--- config.mk ---
export PLATFORM = sky130hd
export DESIGN_NAME = servo_pulse_sequencer_flat
export DESIGN_NICKNAME = d
export VERILOG_FILES = /design/src/hw/rtl/sps_pkg.sv /design/src/hw/rtl/sps_in_if.sv /design/src/hw/rtl/sps_out_if.sv /design/src/hw/rtl/servo_pulse_sequencer.sv /design/src/flat_wrapper.sv
export SDC_FILE = /design/constraint.sdc
export NUM_CORES = 1
export LEC_CHECK = 0
export ABC_CLOCK_PERIOD_IN_PS = 12820
export BUFFER_PORTS_ARGS = -buffer_cell sky130_fd_sc_hd__buf_4
export CORE_MARGIN = 2
export CORE_UTILIZATION = 55
export CTS_CLUSTER_SIZE = 30
export DETAILED_ROUTE_END_ITERATION = 16
export HOLD_SLACK_MARGIN = 0.05
export PLACE_DENSITY = 0.74
export SETUP_SLACK_MARGIN = 0.15
export SLEW_MARGIN = 20
export SYNTH_ARGS = -nofsm -noshare
export SYNTH_HDL_FRONTEND = slang
export SYNTH_SLANG_ARGS = --single-unit
--- constraint.sdc ---
create_clock -name clk_i -period 12.82 [get_ports clk_i]
set_input_delay 2.564 -clock clk_i [delete_from_list [all_inputs] [get_ports clk_i]]
set_output_delay 2.564 -clock clk_i [all_outputs]
set_load 0.03 [all_outputs]
--- src/hw/rtl/sps_pkg.sv ---
`timescale 1ns / 1ps
// ----------------------------------------------------------------------------
// sps_pkg
// Types and constants shared by the servo pulse sequencer and its channels.
// ----------------------------------------------------------------------------
package sps_pkg;

  localparam int unsigned WIDTH_W = 16;
  localparam int unsigned CHAN_W  = 3;
  localparam int unsigned PIN_W   = 3;
  localparam int unsigned DUTY_N  = 3;
  localparam int unsigned RCNT_W  = 8;

  // item operations
  typedef enum logic [1:0] {
    OP_TICK  = 2'd0,
    OP_FRAME = 2'd1,
    OP_WRITE = 2'd2,
    OP_RADIO = 2'd3
  } op_e;

  localparam logic [WIDTH_W-1:0] WAIT_LIMIT   = 16'd100;
  localparam logic [CHAN_W-1:0]  FIRST_SEQ_CH = 3'd4;
  localparam logic [RCNT_W-1:0]  RCNT_MAX     = 8'hFF;
  localparam logic [RCNT_W-1:0]  RCNT_ON      = 8'd2;

  typedef struct packed {
    logic signed [WIDTH_W-1:0] duty_one;
    logic signed [WIDTH_W-1:0] duty_two;
    logic signed [WIDTH_W-1:0] duty_three;
    logic [PIN_W-1:0]          pulse_pins;
    logic                      radio_on;
    logic                      sequencer_busy;
    logic [CHAN_W-1:0]         active_channel;
  } result_t;

endpackage

--- src/hw/rtl/sps_in_if.sv ---
`timescale 1ns / 1ps
// ----------------------------------------------------------------------------
// sps_in_if
// Input channel: operation, channel number and pulse width with valid/ready.
// ----------------------------------------------------------------------------
interface sps_in_if;

  logic                               valid;
  logic                               ready;
  logic [1:0]                         op;
  logic [sps_pkg::CHAN_W-1:0]         channel;
  logic signed [sps_pkg::WIDTH_W-1:0] width;

  modport source (output valid, output op, output channel, output width, input ready);
  modport sink   (input valid, input op, input channel, input width, output ready);

endinterface

--- src/hw/rtl/sps_out_if.sv ---
`timescale 1ns / 1ps
// ----------------------------------------------------------------------------
// sps_out_if
// Result channel: latched duties, pin levels and sequencer status.
// ----------------------------------------------------------------------------
interface sps_out_if;

  logic                               valid;
  logic                               ready;
  logic signed [sps_pkg::WIDTH_W-1:0] duty_one;
  logic signed [sps_pkg::WIDTH_W-1:0] duty_two;
  logic signed [sps_pkg::WIDTH_W-1:0] duty_three;
  logic [sps_pkg::PIN_W-1:0]          pulse_pins;
  logic                               radio_on;
  logic                               sequencer_busy;
  logic [sps_pkg::CHAN_W-1:0]         active_channel;

  modport source (
    output valid, output duty_one, output duty_two, output duty_three,
    output pulse_pins, output radio_on, output sequencer_busy,
    output active_channel, input ready
  );
  modport sink (
    input valid, input duty_one, input duty_two, input duty_three,
    input pulse_pins, input radio_on, input sequencer_busy,
    input active_channel, output ready
  );

endinterface

--- src/hw/rtl/servo_pulse_sequencer.sv ---
`timescale 1ns / 1ps
// ----------------------------------------------------------------------------
// servo_pulse_sequencer: one result per item via input and result registers;
// throughput one item per cycle while results are taken, set by the single
// update pass between the two; reset clears stored widths, duties and timer
// ----------------------------------------------------------------------------
module servo_pulse_sequencer #(
  parameter int unsigned CHANNEL_COUNT = 6
) (
  input  logic             clk_i,
  input  logic             rst_ni,
  input  logic             cfg_we_i,
  input  logic             cfg_wdata_i,
  sps_in_if.sink           in_i,
  sps_out_if.source        out_o
);

  localparam int unsigned IDX_W = $clog2(CHANNEL_COUNT);
  localparam logic [sps_pkg::CHAN_W-1:0] LAST_CH = sps_pkg::CHAN_W'(CHANNEL_COUNT);

  // input register
  logic                                a_valid_q;
  sps_pkg::op_e                        a_op_q;
  logic [sps_pkg::CHAN_W-1:0]          a_ch_q;
  logic [sps_pkg::WIDTH_W-1:0]         a_w_q;

  // result register
  logic                                r_valid_q;
  sps_pkg::result_t                    res_q, res_d;

  // block state
  logic                                no_radio_q;
  logic [sps_pkg::WIDTH_W-1:0]         store_q [CHANNEL_COUNT];
  logic [sps_pkg::WIDTH_W-1:0]         duty_q [sps_pkg::DUTY_N];
  logic [sps_pkg::WIDTH_W-1:0]         duty_d [sps_pkg::DUTY_N];
  logic                                parity_q, parity_d;
  logic [sps_pkg::RCNT_W-1:0]          rcnt_q, rcnt_d;
  logic                                flag_q, flag_d;
  logic [sps_pkg::CHAN_W-1:0]          cur_q, cur_d;
  logic [sps_pkg::WIDTH_W-1:0]         tcnt_q, tcnt_d;
  logic [sps_pkg::WIDTH_W-1:0]         tlim_q, tlim_d;
  logic [sps_pkg::PIN_W-1:0]           pins_q, pins_d;
  logic                                run_q, run_d;

  logic                                adv;
  logic                                store_we;
  logic [IDX_W-1:0]                    store_idx;
  logic                                start_req;
  logic [sps_pkg::CHAN_W-1:0]          start_ch;
  logic [sps_pkg::WIDTH_W-1:0]         start_w;
  logic [1:0]                          start_off;
  logic [1:0]                          end_off;
  logic [sps_pkg::PIN_W-1:0]           start_mask;
  logic [sps_pkg::PIN_W-1:0]           end_mask;

  // the item in the input register moves on whenever the result slot frees
  assign adv        = a_valid_q && (!r_valid_q || out_o.ready);
  assign in_i.ready = !a_valid_q || adv;

  assign store_we  = (a_op_q == sps_pkg::OP_WRITE) && (a_ch_q != '0) && (a_ch_q <= LAST_CH);
  assign store_idx = IDX_W'(a_ch_q - 3'd1);

  always_comb begin
    duty_d    = duty_q;
    parity_d  = parity_q;
    rcnt_d    = rcnt_q;
    flag_d    = flag_q;
    cur_d     = cur_q;
    tcnt_d    = tcnt_q;
    tlim_d    = tlim_q;
    pins_d    = pins_q;
    run_d     = run_q;
    start_req = 1'b0;
    start_ch  = sps_pkg::FIRST_SEQ_CH;
    end_off   = 2'(cur_q - sps_pkg::FIRST_SEQ_CH);
    end_mask  = 3'b001 << end_off;

    case (a_op_q)
      sps_pkg::OP_TICK: begin
        if (run_q) begin
          if (tcnt_q == tlim_q) begin
            if (cur_q >= sps_pkg::FIRST_SEQ_CH && cur_q <= 3'd6) begin
              pins_d = pins_q & ~end_mask;
            end
            if (cur_q >= sps_pkg::FIRST_SEQ_CH && cur_q < LAST_CH) begin
              start_req = 1'b1;
              start_ch  = cur_q + 3'd1;
            end else begin
              run_d = 1'b0;
            end
          end else begin
            tcnt_d = tcnt_q + 16'd1;
          end
        end
      end
      sps_pkg::OP_FRAME: begin
        if (!no_radio_q) begin
          parity_d = ~parity_q;
          // radio judged on every second frame
          if (!parity_d) begin
            if (rcnt_q == '0) begin
              flag_d = 1'b0;
            end else if (rcnt_q >= sps_pkg::RCNT_ON) begin
              flag_d = 1'b1;
            end
            rcnt_d = '0;
          end
        end
        for (int i = 0; i < sps_pkg::DUTY_N; i++) begin
          duty_d[i] = store_q[i];
        end
        if (CHANNEL_COUNT > 3) begin
          pins_d    = '0;
          start_req = 1'b1;
        end
      end
      sps_pkg::OP_WRITE: begin
      end
      sps_pkg::OP_RADIO: begin
        if (rcnt_q != sps_pkg::RCNT_MAX) begin
          rcnt_d = rcnt_q + 8'd1;
        end
      end
      default: begin
      end
    endcase

    // channel start shared by frame and end of previous channel
    start_w    = store_q[IDX_W'(start_ch - 3'd1)];
    start_off  = 2'(start_ch - sps_pkg::FIRST_SEQ_CH);
    start_mask = 3'b001 << start_off;
    if (start_req) begin
      cur_d  = start_ch;
      tcnt_d = '0;
      run_d  = 1'b1;
      if (start_w != '0 && !start_w[sps_pkg::WIDTH_W-1]) begin
        tlim_d = {start_w[sps_pkg::WIDTH_W-2:0], 1'b0};
        pins_d = pins_d | start_mask;
      end else begin
        tlim_d = sps_pkg::WAIT_LIMIT;
        pins_d = pins_d & ~start_mask;
      end
    end

    res_d.duty_one       = signed'(duty_d[0]);
    res_d.duty_two       = signed'(duty_d[1]);
    res_d.duty_three     = signed'(duty_d[2]);
    res_d.pulse_pins     = pins_d;
    res_d.radio_on       = flag_d | no_radio_q;
    res_d.sequencer_busy = run_d;
    res_d.active_channel = cur_d;
  end

  always_ff @(posedge clk_i or negedge rst_ni) begin
    if (!rst_ni) begin
      no_radio_q <= 1'b0;
    end else if (cfg_we_i) begin
      no_radio_q <= cfg_wdata_i;
    end
  end

  always_ff @(posedge clk_i or negedge rst_ni) begin
    if (!rst_ni) begin
      a_valid_q <= 1'b0;
    end else if (in_i.ready) begin
      a_valid_q <= in_i.valid;
    end
  end

  always_ff @(posedge clk_i) begin
    if (in_i.valid && in_i.ready) begin
      a_op_q <= sps_pkg::op_e'(in_i.op);
      a_ch_q <= in_i.channel;
      a_w_q  <= in_i.width;
    end
  end

  always_ff @(posedge clk_i or negedge rst_ni) begin
    if (!rst_ni) begin
      r_valid_q <= 1'b0;
    end else if (adv) begin
      r_valid_q <= 1'b1;
    end else if (out_o.ready) begin
      r_valid_q <= 1'b0;
    end
  end

  always_ff @(posedge clk_i) begin
    if (adv) begin
      res_q <= res_d;
    end
  end

  always_ff @(posedge clk_i or negedge rst_ni) begin
    if (!rst_ni) begin
      for (int i = 0; i < CHANNEL_COUNT; i++) begin
        store_q[i] <= '0;
      end
      for (int i = 0; i < sps_pkg::DUTY_N; i++) begin
        duty_q[i] <= '0;
      end
      parity_q <= 1'b0;
      rcnt_q   <= '0;
      flag_q   <= 1'b0;
      cur_q    <= '0;
      tcnt_q   <= '0;
      tlim_q   <= '0;
      pins_q   <= '0;
      run_q    <= 1'b0;
    end else if (adv) begin
      if (store_we) begin
        store_q[store_idx] <= a_w_q;
      end
      duty_q   <= duty_d;
      parity_q <= parity_d;
      rcnt_q   <= rcnt_d;
      flag_q   <= flag_d;
      cur_q    <= cur_d;
      tcnt_q   <= tcnt_d;
      tlim_q   <= tlim_d;
      pins_q   <= pins_d;
      run_q    <= run_d;
    end
  end

  assign out_o.valid          = r_valid_q;
  assign out_o.duty_one       = res_q.duty_one;
  assign out_o.duty_two       = res_q.duty_two;
  assign out_o.duty_three     = res_q.duty_three;
  assign out_o.pulse_pins     = res_q.pulse_pins;
  assign out_o.radio_on       = res_q.radio_on;
  assign out_o.sequencer_busy = res_q.sequencer_busy;
  assign out_o.active_channel = res_q.active_channel;

  // a running timer always times a sequenced channel
  a_run_channel: assert property (@(posedge clk_i) disable iff (!rst_ni)
    run_q |-> (cur_q >= sps_pkg::FIRST_SEQ_CH && cur_q <= LAST_CH))
    else $error("timer running on a channel outside the sequence");

  // at most one pin high, and only while the timer runs
  a_pins_onehot: assert property (@(posedge clk_i) disable iff (!rst_ni)
    $onehot0(pins_q) && (pins_q == '0 || run_q))
    else $error("pin levels inconsistent with sequencer");

  a_tick_bound: assert property (@(posedge clk_i) disable iff (!rst_ni)
    run_q |-> tcnt_q <= tlim_q)
    else $error("tick count passed its limit");

  // a buffered item survives a stalled result
  a_item_held: assert property (@(posedge clk_i) disable iff (!rst_ni)
    (a_valid_q && r_valid_q && !out_o.ready) |=> (a_valid_q && r_valid_q))
    else $error("item or result dropped during stall");

endmodule
--- src/flat_wrapper.sv ---
// flat-port wrapper written by rule: the top's interface ports become plain ports
module servo_pulse_sequencer_flat 
#(
  parameter int unsigned CHANNEL_COUNT = 6
)
  (clk_i, rst_ni, cfg_we_i, cfg_wdata_i, in_i_valid, in_i_op, in_i_channel, in_i_width, in_i_ready, out_o_valid, out_o_duty_one, out_o_duty_two, out_o_duty_three, out_o_pulse_pins, out_o_radio_on, out_o_sequencer_busy, out_o_active_channel, out_o_ready);
  sps_in_if in_i_i ();
  sps_out_if out_o_i ();
  input  logic clk_i;
  input  logic rst_ni;
  input  logic cfg_we_i;
  input  logic cfg_wdata_i;
  input wire logic [$bits(in_i_i.valid)-1:0] in_i_valid;
  input wire logic [$bits(in_i_i.op)-1:0] in_i_op;
  input wire logic [$bits(in_i_i.channel)-1:0] in_i_channel;
  input wire logic [$bits(in_i_i.width)-1:0] in_i_width;
  output wire logic [$bits(in_i_i.ready)-1:0] in_i_ready;
  output wire logic [$bits(out_o_i.valid)-1:0] out_o_valid;
  output wire logic [$bits(out_o_i.duty_one)-1:0] out_o_duty_one;
  output wire logic [$bits(out_o_i.duty_two)-1:0] out_o_duty_two;
  output wire logic [$bits(out_o_i.duty_three)-1:0] out_o_duty_three;
  output wire logic [$bits(out_o_i.pulse_pins)-1:0] out_o_pulse_pins;
  output wire logic [$bits(out_o_i.radio_on)-1:0] out_o_radio_on;
  output wire logic [$bits(out_o_i.sequencer_busy)-1:0] out_o_sequencer_busy;
  output wire logic [$bits(out_o_i.active_channel)-1:0] out_o_active_channel;
  input wire logic [$bits(out_o_i.ready)-1:0] out_o_ready;
  assign in_i_i.valid = in_i_valid;
  assign in_i_i.op = in_i_op;
  assign in_i_i.channel = in_i_channel;
  assign in_i_i.width = in_i_width;
  assign in_i_ready = in_i_i.ready;
  assign out_o_valid = out_o_i.valid;
  assign out_o_duty_one = out_o_i.duty_one;
  assign out_o_duty_two = out_o_i.duty_two;
  assign out_o_duty_three = out_o_i.duty_three;
  assign out_o_pulse_pins = out_o_i.pulse_pins;
  assign out_o_radio_on = out_o_i.radio_on;
  assign out_o_sequencer_busy = out_o_i.sequencer_busy;
  assign out_o_active_channel = out_o_i.active_channel;
  assign out_o_i.ready = out_o_ready;
  servo_pulse_sequencer #(.CHANNEL_COUNT(CHANNEL_COUNT)) u_core (.clk_i(clk_i), .rst_ni(rst_ni), .cfg_we_i(cfg_we_i), .cfg_wdata_i(cfg_wdata_i), .in_i(in_i_i), .out_o(out_o_i));
endmodule
==> impl_metrics.toml <==
[run_status]
status = "complete, no violations"

[die]
die_h_um = 152
coreArea_sq_mm = 0.0217
io_pins = 85
rows = 54
floorplan.initialDensity_pct = 55.6
die_x_um = 152
die_area_sq_mm = 0.0231

[placement]
portBuffers = 84
routabilityCongestion = 0.851
dp_hpwl_um = 16500
placed_area_sq_mm = 0.0129

[grt]
grt_pass1_vias = 7606
gr-usage-met1_pct = 30.7
grtUsageMet2_pct = 36.8
grt_pass1_wl_um = 41400
grt_usage_pct = 22.1
overflow = 0
met3_usage_pct = 2.94
grt_start_max_net_pins = 80
antenna_found_initial = 0
top_usage_layer = "met2"

[power]
power_leakage_uw = 0.00659
ir_worst_vdd_mv = 0.125
finalPower_uw = 2520
seq_power_share_pct = 47.9
power_density_mw_per_mm2 = 181
p_comb_share_pct = 18.4
clkPwrFrac_pct = 33.7
p_sw_uw = 713
p_int_uw = 1810
switching_share_pct = 28.3

[critical_path]
end_kind = "output pin"
startpoint_type = "input pin"
cp.required_ps = 10260
critPathMaxFanout = 3
rr_startpoint = "u_core.a_op_q[1]$_DFFE_PP_"
critPathKind = "in -> out"
reg2reg_slack_ps = 7630
crit_arrival_ps = 3040
crit_path_start = "out_o_ready"

[cts]
clockBufferDepth = 3
cts.sinks = 272
hold_buffers = 0
cts_resized = 0
clock_latency_ps = 570
htree_levels = 1
cts_tree = "built"
cts_inserted_buffers = 29
cts_setup_buffers = 0
path_clk_slew_ps = 60
root_buffer = "clkbuf_16"

[worst_hold_path]
min_from = "u_core.parity_q$_DFFE_PN0P_"
min_path_type = "reg -> reg"

[drt]
via_per_inst = 5.67
firstDrtPassIters = 5
drt_iter0_markers = 504
wirelength_um = 25400
routedWlPerCell_um = 18.7
via_count = 7729
ant_nets = 0
drc_errors = 0

[synth]
avgSynthCellArea_sq_um = 12.3
yosysSeqAreaShare_pct = 59.6
synth_edf_count = 77
synth_compound_gate_area_share_pct = 5.60
syn-cell-area_sq_mm = 0.0121
ys_types = 48
syn_inst = 978
async_flop_share_pct = 71.7
synth_fa_ha_area_share_pct = 1.35
synth_top_family_by_area = "multiplexers"
syn_nets = 1018
synth_seq_cells = 272
yosysWarningCount = 0
synth_xor_area_share_pct = 1.82
synthSimpleGateAreaFrac_pct = 12.1
ys.flop_type = "dfrtp_1"
synthMuxAreaShare_pct = 17.1

[finish]
nNetsFinal = 1100
design_area_sq_mm = 0.0140
final_common_cell = "nand2_1"
diodes = 0
final_util_pct = 64.4
drive_above_1_share_pct = 28.3
final_cell_mix = "nand2_1 (205), dfrtp_1 (195), mux2_2 (144)"
areaGrowthSynthToFinish_pct = 15.8

[timing]
fin_setup_tns_ps = 0
drv_slew = 0
hold_slack_ps = 461
max_freq_ghz = 0.178
skew_ps = 28.4
fin_crit_ps = 5600
hold_viol_final = 0
post-route-period-util_pct = 43.7
tightest_slew_ps = 1040
relSlewSlack_pct = 30.6
setup_viol = 0
grt_setup_unrepaired = "false"

[flow_run]
drv_cap = 0
per-stage QoR:
stage | setup slack (ps) | cells
3_3_place_gp | 7230 | 1308
5_1_grt | 7180 | 1363
6_report | 7220 | 1363
4_1_cts | 7210 | 1362
2_1_floorplan | 7350 | 978
3_5_place_dp | 7220 | 1308
routing by layer:
metal / share of wire, % / wire length (um)
met5: 0 / 0
met4: 2.7 / 686
met3: 3.5 / 881
met2: 49 / 12400
met1: 45 / 11500
worst max-delay path, cell delays in order:
cell and delay [ps]:
buf_4 110, nand3b_1 180, buf_4 190
Yosys cell counts (2+ instances only):
cell / instances / area (sq um)
nor3_2: 2 / 20.0
inv_1: 18 / 67.6
buf_1: 6 / 22.5
buf_2: 10 / 50.1
o31ai_1: 5 / 37.5
buf_6: 4 / 45.0
and2_1: 5 / 31.3
nor3b_1: 2 / 15.0
and4_1: 3 / 26.3
a21oi_1: 11 / 55.1
nand3b_1: 2 / 15.0
nor2_1: 27 / 101
edfxtp_1: 77 / 2310
o32a_1: 3 / 30.0
or3_1: 10 / 62.6
nor2b_1: 2 / 12.5
o21ai_0: 34 / 170
a32o_1: 5 / 50.1
or4_1: 4 / 30.0
nand3_1: 17 / 85.1
a2bb2oi_1: 11 / 96.3
nand4_1: 13 / 81.3
clkbuf_1: 26 / 97.6
nor4_2: 4 / 50.1
nor3_1: 6 / 30.0
nor4_1: 5 / 31.3
and3_1: 5 / 31.3
dfrtp_1: 195 / 4880
nand2_1: 207 / 777
ha_1: 13 / 163
o22ai_1: 4 / 25.0
xor2_1: 24 / 210
nand2b_1: 5 / 31.3
o2bb2ai_1: 14 / 123
mux2_2: 144 / 1620
a21o_1: 2 / 15.0
o211ai_1: 3 / 22.5
mux2i_1: 40 / 400
final cells by class:
class                   count  area, sq um
multi-input cells         642         4610
well taps                 280          350
inverters                  18         67.6
clock buffers              37          806
clock inverters            17          181
flip-flops and latches    272         7190
fillers                  1635         7730
repair buffers             97          754
state kept, by name, summed over array words and instances (netlist names), 2 cells and up:
name                         cells
u_core.a_ch_q                    3
u_core.a_op_q                    2
u_core.a_w_q                    16
u_core.cur_q                     3
u_core.duty_q                   48
u_core.out_o.active_channel      3
u_core.out_o.duty_one           16
u_core.out_o.duty_three         16
u_core.out_o.duty_two           16
u_core.out_o.pulse_pins          3
u_core.pins_q                    3
u_core.rcnt_q                    8
u_core.store_q                  96
u_core.tcnt_q                   16
u_core.tlim_q                   15
final timing paths:
path	end	cells past startpoint
setup reg to reg	u_core.out_o.pulse_pins[1]$_DFFE_PP_	14
hold / removal	u_core.parity_q$_DFFE_PN0P_	1
hold reg to reg	u_core.parity_q$_DFFE_PN0P_	1
max in group asynchronous	u_core.store_q[47]$_DFFE_PN0P_	2
min in group asynchronous	u_core.rcnt_q[2]$_DFFE_PN0P_	1
setup / recovery	in_i_ready	3
logic make-up (layout without fill, tap and decap cells):
kind of cell | Yosys count | after routing
and+or+nand+nor | 322 | 322
buffers and inverters | 64 | 169
DFF | 272 | 272
AOI/OAI and AO/OA | 96 | 96
muxes | 186 | 186
adders and majority gates | 13 | 13
xor gates and xnor gates | 25 | 25
power by group through the flow:
stage | Sequential [uW] | Clock [uW] | Combinational, uW
floorplan | 1230 | 0 | 283
detailed placement | 1220 | 0 | 463
CTS | 1210 | 861 | 466
global placement | 1210 | 0 | 450
global route | 1230 | 901 | 508
finish | 1210 | 850 | 463
Power figures use the tool's default switching activity.
